`config.mk`:
```
export PLATFORM = sky130hd
export DESIGN_NAME = vdl_dot
export DESIGN_NICKNAME = d
export VERILOG_FILES = /design/src/sv/vdl_pkg.sv /design/src/sv/vdl_dot.sv
export SDC_FILE = /design/constraint.sdc
export NUM_CORES = 1
export LEC_CHECK = 0
export ABC_AREA = 1
export BUFFER_PORTS_ARGS = -buffer_cell sky130_fd_sc_hd__buf_4
export CORE_ASPECT_RATIO = 1.1
export CORE_UTILIZATION = 45
export CTS_BUF_LIST = sky130_fd_sc_hd__clkbuf_4 sky130_fd_sc_hd__clkbuf_8
export CTS_CLUSTER_SIZE = 14
export DETAILED_ROUTE_END_ITERATION = 10
export SYNTH_ARGS = -nofsm -noshare
export SYNTH_HDL_FRONTEND = slang
export SYNTH_SLANG_ARGS = --single-unit
```
`constraint.sdc`:
```
create_clock -name i_clk -period 7.8 [get_ports i_clk]
set_input_delay 1.17 -clock i_clk [delete_from_list [all_inputs] [get_ports i_clk]]
set_output_delay 1.17 -clock i_clk [all_outputs]
set_load 0.02 [all_outputs]
```
`src/sv/vdl_pkg.sv`:
```
// vdl_pkg: shared constants and types of the vertex diffuse lighting core.
// No dependencies; imported by vdl_dot and vertex_diffuse_lighting_core.
package vdl_pkg;

    localparam int MAX_LIGHTS    = 6;
    localparam int FRACTION_BITS = 10;

    localparam int COMP_W   = 12;
    localparam int COLOR_W  = 8;
    localparam int RGB_W    = 3 * COLOR_W;
    localparam int PROD_W   = 2 * COMP_W;
    localparam int SUM_W    = PROD_W + 2;
    localparam int DOT_W    = PROD_W;
    localparam int CPROD_W  = COLOR_W + DOT_W;
    localparam int ACC_W    = CPROD_W + 3;
    localparam int SHIFT    = 2 * FRACTION_BITS;
    localparam int NPAIR    = (MAX_LIGHTS + 1) / 2;

    localparam int CNT_W     = 3;
    localparam int CFG_IDX_W = 3;
    localparam int CFG_W     = RGB_W + 3 * COMP_W;

    localparam logic [CFG_IDX_W-1:0] REG_LIGHT_COUNT = 3'd0;
    localparam logic [CFG_IDX_W-1:0] REG_AMBIENT     = 3'd1;
    localparam int                   REG_LIGHT0      = 2;

    localparam logic [COLOR_W-1:0] COLOR_MAX = '1;

    typedef struct packed {
        logic signed [COMP_W-1:0] dz;
        logic signed [COMP_W-1:0] dy;
        logic signed [COMP_W-1:0] dx;
        logic [RGB_W-1:0]         rgb;
    } t_light;

    typedef struct packed {
        logic mul;
        logic dot;
    } t_stage_en;

endpackage

```
`src/sv/vdl_dot.sv`:
```
// vdl_dot: two-stage dot product of one light direction with the normal,
// clamped to zero when not positive or when the light is off. Uses vdl_pkg.
module vdl_dot (
    input  logic                                 i_clk,
    input  vdl_pkg::t_stage_en                   i_en,
    input  logic signed [vdl_pkg::COMP_W-1:0]    i_nx,
    input  logic signed [vdl_pkg::COMP_W-1:0]    i_ny,
    input  logic signed [vdl_pkg::COMP_W-1:0]    i_nz,
    input  vdl_pkg::t_light                      i_light,
    input  logic                                 i_lit,
    output logic [vdl_pkg::DOT_W-1:0]            o_dot
);
    import vdl_pkg::*;

    logic signed [PROD_W-1:0] r_px, r_py, r_pz;
    logic signed [SUM_W-1:0]  n_sum;
    logic [DOT_W-1:0]         r_dot;

    always_ff @(posedge i_clk) begin
        if (i_en.mul) begin
            r_px <= i_nx * i_light.dx;
            r_py <= i_ny * i_light.dy;
            r_pz <= i_nz * i_light.dz;
        end
    end

    assign n_sum = SUM_W'(r_px) + SUM_W'(r_py) + SUM_W'(r_pz);

    always_ff @(posedge i_clk) begin
        if (i_en.dot) begin
            r_dot <= (i_lit && n_sum > 0) ? n_sum[DOT_W-1:0] : '0;
        end
    end

    assign o_dot = r_dot;

endmodule

```
==> results of run 1 <==
metal layers:
metal,share of wire (%),global-route usage (%)
met5,0,0
met1,45,26.8
met3,3.1,1.34
met2,51,35.4
met4,1.2,3.46
logic make-up (layout without fill, tap and decap cells):
group / after synthesis / after routing / share of synthesized area [%]
AO/OA/AOI/OAI: 128 / 128 / 3.25
XOR/XNOR: 77 / 77 / 3.10
buffers and inverters: 800 / 841 / 13.9
AND/OR/NAND/NOR: 835 / 835 / 15.8
flip-flops: 96 / 96 / 13.3
adder cells (fa/ha/maj): 616 / 616 / 50.7
sequential cells by signal, indices dropped and copies added, names as in the netlist:
signal	flops
o_dot	24
r_pz	24
r_px	24
r_py	24
placed cells by master (no fill, tap or decap), drive strengths merged:
master	count
inv	729
nand2	640
fa	439
ha	177
buf	99
nor2	99
edfxtp	96
a21oi	72
nand3	53
xor2	46
o21ai	36
xnor2	31
nand4	13
or2	11
nor3	11
clkbuf	9
nand3b	4
a211oi	3
nor4	3
o21bai	3
clkinv	3
o21a	2
a21o	2
o31ai	2
o221ai	2
o211ai	2
o311ai	2
a31o	1
a221oi	1
and2	1
clkinvlp	1
path summary, 6_finish.rpt:
check | from | to | cells after the start
max | i_light[35] | r_px[21] | 21
min | r_pz[0] | o_dot[0] | 3
max reg2reg | r_px[1] | o_dot[0] | 18
min reg2reg | r_pz[0] | o_dot[0] | 3
stage by stage:
stage | utilization, % | worst slack, ns | hold WS [ns] | cells
after floorplan | - | 1.98 | 0.699 | 2552
after global placement | 48.2 | 1.65 | 0.725 | 3222
after detailed placement | 48.2 | 1.66 | 0.745 | 3222
after CTS | 48.5 | 2.06 | 0.771 | 3238
after global routing | 48.5 | 1.71 | 0.827 | 3238
final | 48.5 | 2.05 | 0.766 | 3238
layout make-up:
cell class              count  area, sq um
clock buffers               9          124
clock inverters             7         62.6
fillers                  4699        24600
inverters                 726         2730
multi-input cells        1656        15800
flip-flops and latches     96         2880
well taps                 645          807
repair buffers             99          743
critical path: stages:
cell,delay (ns)
buf_4,0.07
inv_1,0.20
or2_2,0.37
fa_1,0.46
fa_1,0.49
inv_1,0.05
fa_1,0.47
fa_1,0.49
inv_1,0.05
fa_1,0.47
inv_1,0.04
ha_1,0.35
nand2_1,0.09
nor2_1,0.15
nand4_1,0.13
o211ai_1,0.29
nand2_1,0.09
inv_1,0.09
nor2_1,0.06
o21ai_0,0.18
xor2_1,0.09
==> flow_metrics.py, run 1 <==
metrics = {
    "die": {
        "die_width_um": 211,
        "rows": 84,
        "ios": 124,
        "die_h_um": 232,
        "die-area_sq_mm": 0.0492,
        "initial_core_util_pct": 45.5,
        "core_area_sq_mm": 0.0477,
    },
    "clock_network": {
        "htreeDepth": 3,
        "cts_buffers": 9,
        "cts.sinks": 96,
        "root_buffer": "clkbuf_8",
        "postCtsSetupRepairBufs": 0,
        "clk_pin_slew_ns": 0.09,
        "cts_resized": 0,
        "clk_path_buf_depth": 2,
        "cts_tree": "built",
        "holdBufCountCts": 0,
        "clk_latency_ns": 0.38,
    },
    "sta": {
        "relSlewSlack_pct": 41.2,
        "timing.setup.tns_ns": 0,
        "slew_violations": 0,
        "period_minus_slack_ns": 5.75,
        "setup_violations": 0,
        "timing.fmax_ghz": 0.174,
        "post-route-period-util_pct": 73.7,
        "finalHoldViolations": 0,
        "rsz0062_at_grt": "no",
        "clock_skew_ns": 0.0206,
        "worstMarginPinSlew_ns": 0.882,
    },
    "placement": {
        "gp_congestion": 0.885,
        "portBuffers": 99,
        "dp_hpwl_um": 40000,
        "placed_area_sq_mm": 0.0230,
    },
    "detailed_routing": {
        "wl_per_cell_um": 14.0,
        "wirelength_um": 45300,
        "routed-via-count": 15500,
        "drt_pass1_iterations": 8,
        "route.detailed.drc": 1,
        "via_per_inst": 4.80,
        "antenna_left": 0,
        "drt_iter0_markers": 729,
    },
    "global_route": {
        "grt_max_degree": 73,
        "gr-usage-all-layers_pct": 19.9,
        "antenna_found_initial": 0,
        "grt_pass1_vias": 16900,
        "grt_overflow": 0,
        "grt_pass1_wl_um": 78900,
    },
    "min_path": {
        "hp-class": "reg -> reg",
    },
    "synthesis": {
        "ys_seq_elements": 96,
        "synth_commonest_cells": "721 x inv_1, 625 x nand2_1, 439 x fa_1, 177 x ha_1, 96 x edfxtp_1",
        "ys.flop_type": "edfxtp_1",
        "yosys.area.top_type": "fa_1",
        "ys_warn_count": 0,
        "synth-seq-area-share_pct": 13.3,
        "synth.distinct_cells": 38,
        "synth_nets": 3268,
        "synth_edf_count": 96,
        "postSynthAreaPerCell_sq_um": 8.51,
        "synthArstFlopShare_pct": 0,
        "netlist_area_sq_mm": 0.0217,
        "synth_top_area_share_pct": 40.5,
        "ys_top_cells_by_area": "fa_1 40%, edfxtp_1 13%, inv_1 12%",
        "syn_inst": 2552,
        "synth_most_common_cell": "inv_1",
    },
    "outcome": {
        "violations": "design-rule violations",
        "status": "finished, violations left",
    },
    "layout": {
        "nets": 3304,
        "syn2layout_area_growth_pct": 6.65,
        "fin_area_sq_mm": 0.0232,
        "n_antenna_cell": 0,
        "drive_gt1_share_pct": 6.94,
    },
    "critical_path": {
        "startpoint_type": "input port",
        "critical_path_class": "in -> reg",
        "required_ns": 7.92,
        "reg2reg_setup_slack_ns": 4.11,
        "arrival_ns": 5.87,
        "worstPathMaxFanout": 13,
        "critPathCaptureType": "flip-flop",
    },
    "job": {
        "max_cap_viol_count": 0,
    },
}
Power of run 1 is not shown: default switching activity piles up to over one toggle a cycle in this logic, so the estimate is an artifact.
==> run 2, diff against run 1 <==
Settings changed: ABC_AREA 1 to 0.
Clock period 7.8 ns to 5.6 ns, I/O delays scaled along.
==> run 2 against run 1 <==
The flow now finishes without violations. Die area down 5.2%. Global-route usage grew 0.56 points. Clock skew decreased by 0.016 ns. Final cell count is 7.7% lower. Critical path depth unchanged. Non-clock buffer count grew 232. Cell area is 3.6% higher. Wire length shrank 2.5%. Critical path type unchanged. Critical endpoint is now r_py[22]. Highest routed layer unchanged.
==> flow_metrics.py, run 2 <==
metrics = {
    "synthesis": {
        "muxShareOfSynthArea_pct": 0,
        "synthSimpleGateAreaFrac_pct": 13.4,
        "synth_top_family_by_area": "adder cells",
        "synth_commonest_cells": "506 x inv_1, 439 x fa_1, 296 x nand2_1, 177 x ha_1, 135 x and2_1",
        "synth-compound-area-share_pct": 4.95,
        "syn_inst": 2132,
        "synth_nets": 2848,
        "synthArstFlopShare_pct": 0,
        "postSynthAreaPerCell_sq_um": 9.66,
        "synthAdderAreaFrac_pct": 53.4,
        "synth_top_area_share_pct": 42.7,
        "ys.flop_type": "edfxtp_1",
        "ys_seq_elements": 96,
        "netlist_area_sq_mm": 0.0206,
        "ys_warn_count": 0,
        "synth_most_common_cell": "inv_1",
        "synth-seq-area-share_pct": 14.0,
        "synth_edf_count": 96,
        "synth_xor_area_share_pct": 3.57,
        "ys_top_cells_by_area": "fa_1 43%, edfxtp_1 14%, ha_1 11%",
        "yosys.area.top_type": "fa_1",
        "synth.distinct_cells": 49,
    },
    "layout": {
        "nets": 3118,
        "multiInputGateArea_sq_mm": 0.0157,
        "drive_gt1_share_pct": 16.4,
        "n_antenna_cell": 0,
        "fillers": 4114,
        "layout_common_cells": "504 x inv_1, 438 x fa_1, 324 x buf_4",
        "final_common_cell": "inv_1",
        "syn2layout_area_growth_pct": 16.5,
        "seqCellArea_sq_mm": 0.00288,
    },
    "sta": {
        "relSlewSlack_pct": 36.4,
        "rsz0062_at_grt": "yes",
        "clock_skew_ns": 0.00445,
        "layout_setup_ws_ns": 0.184,
        "setup_violations": 0,
        "slew_violations": 0,
        "finalHoldViolations": 0,
        "timing.fmax_ghz": 0.185,
        "worstMarginPinSlew_ns": 0.953,
        "period_minus_slack_ns": 5.42,
        "post-route-period-util_pct": 96.7,
    },
    "detailed_routing": {
        "wl_per_cell_um": 14.8,
        "antenna_left": 0,
        "drt_iter0_markers": 704,
        "wirelength_um": 44200,
        "route.detailed.drc": 0,
        "routed-via-count": 14600,
        "via_per_inst": 4.88,
        "drt_pass1_iterations": 5,
    },
    "global_route": {
        "gr-usage-all-layers_pct": 20.4,
        "grt_max_degree": 73,
        "grt_pass1_vias": 16000,
        "grt_overflow": 0,
        "met2_usage_pct": 36.3,
        "grt_pass1_wl_um": 76000,
        "grt_busiest_layer": "met2",
        "antenna_found_initial": 1,
        "use_met3_pct": 1.57,
        "met1_usage_pct": 27.2,
    },
    "clock_network": {
        "htreeDepth": 3,
        "clk_pin_slew_ns": 0.10,
        "clk_path_buf_depth": 2,
        "cts.sinks": 96,
        "clk_latency_ns": 0.37,
        "cts_tree": "built",
        "root_buffer": "clkbuf_8",
        "holdBufCountCts": 0,
        "cts_buffers": 9,
    },
    "critical_path": {
        "worstPathMaxFanout": 6,
        "reg2reg_setup_slack_ns": 1.44,
        "startpoint": "i_ny[6]",
        "startpoint_type": "input port",
        "required_ns": 5.74,
        "arrival_ns": 5.56,
        "endpoint": "r_py[22]",
        "r2r-start": "r_px[1]",
        "r2r-end": "o_dot[13]",
        "worstRegToRegCells": 13,
        "critical_path_class": "in -> reg",
        "critPathCaptureType": "flip-flop",
    },
    "die": {
        "core_area_sq_mm": 0.0448,
        "die_h_um": 226,
        "initial_core_util_pct": 46.0,
        "ios": 124,
        "rows": 81,
        "die-area_sq_mm": 0.0466,
        "die_width_um": 206,
    },
    "job": {
        "max_cap_viol_count": 0,
    },
    "placement": {
        "pre_cts_slack_ns": -0.403,
        "dp_hpwl_um": 39700,
        "portBuffers": 99,
        "gp_congestion": 0.861,
    },
    "outcome": {
        "status": "finished, final reports clean",
    },
    "min_path": {
        "hp-class": "reg -> reg",
    },
}
## run 2: worst max-delay path: stages
cell	delay (ns)
buf_4	0.14
buf_4	0.14
and2_1	0.17
fa_1	0.55
fa_1	0.43
fa_1	0.47
fa_1	0.50
inv_1	0.05
fa_1	0.47
inv_1	0.04
ha_1	0.28
buf_4	0.13
and4_1	0.27
and3_1	0.19
nand3_2	0.11
nand3_1	0.14
and3_1	0.19
o21ai_1	0.08
a21oi_1	0.14
a31oi_1	0.06
buf_4	0.16
## run 2: per-layer routing
metal / share of wire, % / up-vias
li1: - / 6928
met1: 44 / 7390
met2: 51 / 222
met3: 2.7 / 56
met4: 2.1 / 0
met5: 0 / -
## run 2: per-stage QoR
| step | hold slack [ns] | std cells | cell area, sq um | utilization, % | TNS [ns] |
|---|---|---|---|---|---|
| floorplan | 0.687 | 2132 | 20700 | - | -0.0165 |
| CTS | 0.838 | 2985 | 23800 | 53.2 | 0 |
| global placement | 0.814 | 2969 | 23600 | 52.8 | -3.50 |
| finish | 0.796 | 2988 | 24000 | 53.6 | 0 |
| global route | 0.864 | 2988 | 24000 | 53.6 | -0.191 |
| detailed placement | 0.817 | 2969 | 23600 | 52.8 | -3.83 |
## run 2: cell families after synthesis
group | Yosys count
compound gates | 159
xor+xnor | 84
fa+ha+maj | 616
buf+inv | 581
flops | 96
simple gates | 596
## run 2: final cells by class
| cell class | instances | share of cell area [%] |
|---|---|---|
| timing repair buffer | 331 | 10.6 |
| clock inverter | 7 | 0.271 |
| tap | 581 | 3.03 |
| multi-input combinational | 1455 | 65.6 |
| inverter | 509 | 7.96 |
| clock buffer | 9 | 0.516 |
| sequential | 96 | 12.0 |
## run 2: worst min path at each step
| stage | depth (start not counted) | to | slack [ns] | start |
|---|---|---|---|---|
| 2_1_floorplan | 3 | o_dot[0] | 0.69 | r_pz[0] |
| 3_3_place_gp | 3 | o_dot[0] | 0.81 | r_pz[0] |
| 3_5_place_dp | 3 | o_dot[0] | 0.82 | r_pz[0] |
| 4_1_cts | 3 | o_dot[0] | 0.84 | r_pz[0] |
| 5_1_grt | 3 | o_dot[0] | 0.86 | r_pz[0] |
| 6_report | 3 | o_dot[0] | 0.80 | r_pz[0] |
## run 2: what timing repair did
item | in CTS | in global routing
gates resized for setup | 1 | 35
pin swaps | 0 | 17
buffers inserted | 0 | 3
endpoints found under the setup margin | 1 | 12
Power of run 2 is left out for the same reason.
==> run 3, diff against run 2 <==
Settings changed: CORE_ASPECT_RATIO 1.1 to not set.
==> run 3 against run 2 <==
Die area about the same. Non-clock buffer count is 6 higher. Fmax down 0.58%. First-iteration DRC count grew 3.3%. Sequential cell count did not move. Critical endpoint is now r_px[23]. Global-route usage is 0.81 points lower. Register-to-register slack better by 0.07 ns. Clock skew rose by 0.0082 ns. Via count decreased by 0.32%. Setup slack worse by 0.032 ns. Wire length decreased by 2.9%. Critical path depth is 2 lower.
==> flow_metrics.py, run 3 (synthesis gave the netlist of run 2 again) <==
metrics = {
    "outcome": {
        "status": "finished, final reports clean",
    },
    "detailed_routing": {
        "via_per_inst": 4.83,
        "drt_iter0_markers": 727,
        "antenna_left": 0,
        "wl_per_cell_um": 14.2,
        "drt_pass1_iterations": 7,
        "wirelength_um": 42900,
        "route.detailed.drc": 0,
        "routed-via-count": 14500,
    },
    "layout": {
        "final_common_cell": "inv_1",
        "syn2layout_area_growth_pct": 17.0,
        "n_antenna_cell": 0,
        "seqCellArea_sq_mm": 0.00288,
        "fillers": 4134,
        "layout_common_cells": "504 x inv_1, 439 x fa_1, 331 x buf_4",
        "nets": 3124,
        "fin_area_sq_mm": 0.0241,
        "multiInputGateArea_sq_mm": 0.0157,
        "drive_gt1_share_pct": 16.7,
    },
    "job": {
        "max_cap_viol_count": 0,
    },
    "clock_network": {
        "root_buffer": "clkbuf_8",
        "clk_latency_ns": 0.38,
        "clk_path_buf_depth": 2,
        "cts_tree": "built",
        "cts_buffers": 9,
        "htreeDepth": 3,
        "cts.sinks": 96,
        "holdBufCountCts": 0,
        "clk_pin_slew_ns": 0.10,
    },
    "global_route": {
        "grt_pass1_vias": 15600,
        "antenna_found_initial": 0,
        "met2_usage_pct": 33.0,
        "grt_overflow": 0,
        "grt_pass1_wl_um": 74600,
        "gr-usage-all-layers_pct": 19.6,
        "met1_usage_pct": 27.9,
        "use_met3_pct": 1.90,
        "grt_busiest_layer": "met2",
        "grt_max_degree": 73,
    },
    "placement": {
        "portBuffers": 99,
        "gp_congestion": 0.874,
        "placed_area_sq_mm": 0.0237,
        "dp_hpwl_um": 38700,
    },
    "die": {
        "die_width_um": 216,
        "ios": 124,
        "rows": 78,
        "initial_core_util_pct": 45.5,
        "die_h_um": 216,
        "core_area_sq_mm": 0.0453,
        "die-area_sq_mm": 0.0466,
    },
    "critical_path": {
        "required_ns": 5.72,
        "path_cells": "buf_4, buf_4, buf_4, nand2_1, fa_1, inv_1, fa_1, fa_1, fa_1, inv_1, fa_1, inv_1, ha_1, and3_4, nand4_1, a311oi_2, o21a_1, o21a_1, o211ai_1",
        "cp.depth": 19,
        "crit_slowest_cell": "fa_1",
        "critPathCaptureType": "flip-flop",
        "max_stage_delay_ns": 0.57,
        "critical_path_class": "in -> reg",
        "worstPathMaxFanout": 6,
        "path_common_cell": "fa_1",
        "worstRegToRegCells": 13,
        "startpoint_type": "input port",
        "critPathBufInv": 6,
        "arrival_ns": 5.57,
        "path_delay_family": "adder cells",
        "startpoint": "i_nx[9]",
        "r2r-start": "r_px[1]",
    },
    "sta": {
        "finalHoldViolations": 0,
        "relSlewSlack_pct": 39.2,
        "worstMarginPinSlew_ns": 0.912,
        "clock_skew_ns": 0.0126,
        "timing.setup.tns_ns": 0,
        "slew_violations": 0,
        "post-route-period-util_pct": 97.3,
        "period_minus_slack_ns": 5.45,
        "setup_violations": 0,
        "timing.fmax_ghz": 0.184,
    },
    "min_path": {
        "hp-class": "reg -> reg",
        "min_path_cells": 3,
        "holdCritStartpoint": "r_pz[0]",
    },
}
## run 3: changes by cell type in the layout (fill, tap and decap cells not counted), sizes merged
cell	change
buf	+6
bufinv	+1
inv	+1
clkinv	-2
## run 3: cell type report
cell class / count / area share [%]
Multi-Input combinational cell: 1455 / 65.3
Sequential cell: 96 / 12.0
Timing Repair Buffer: 337 / 10.8
Inverter: 509 / 7.93
Tap cell: 600 / 3.12
Clock buffer: 9 / 0.514
Clock inverter: 7 / 0.395
## run 3: metal layers
| metal | up-vias | routed length (um) | part of all wire (%) |
|---|---|---|---|
| li1 | 6934 | - | - |
| met4 | 0 | 654 | 1.5 |
| met2 | 246 | 20900 | 49 |
| met3 | 43 | 1450 | 3.4 |
| met1 | 7326 | 20000 | 47 |
| met5 | - | 0 | 0 |
## run 3: metrics by stage
step,hold slack [ns],utilization (%),setup WS [ns],instances
after detailed placement,0.759,52.3,-0.419,2990
after CTS,0.773,52.8,0.0250,3006
after floorplan,0.687,-,-0.0165,2132
final,0.763,53.2,0.153,3013
after global placement,0.765,52.3,-0.377,2990
after global routing,0.811,53.2,-0.0329,3013
## run 3: repair_timing
| action | 4_1_cts | 5_1_grt |
|---|---|---|
| endpoints found under the setup margin | 2 | 11 |
| resized for setup | 2 | 30 |
| pin swaps | 0 | 16 |
| buffers inserted | 0 | 7 |
## run 3: worst reg2reg max path, stage by stage (launching register included)
cell	delay, ns
edfxtp_1	0.46
fa_1	0.56
ha_1	0.18
inv_1	0.07
fa_1	0.42
and2b_1	0.25
o2111ai_1	0.15
a31oi_1	0.23
o22ai_1	0.17
o311a_4	0.41
o311ai_1	0.40
o21ai_0	0.19
xor2_1	0.28
nor2_1	0.07
## run 3: worst paths after layout
path / end / slack, ns
min reg2reg: o_dot[0] / 0.76
min: o_dot[0] / 0.76
max: r_px[23] / 0.15
max reg2reg: o_dot[21] / 1.51
Power of run 3 is left out for the same reason.
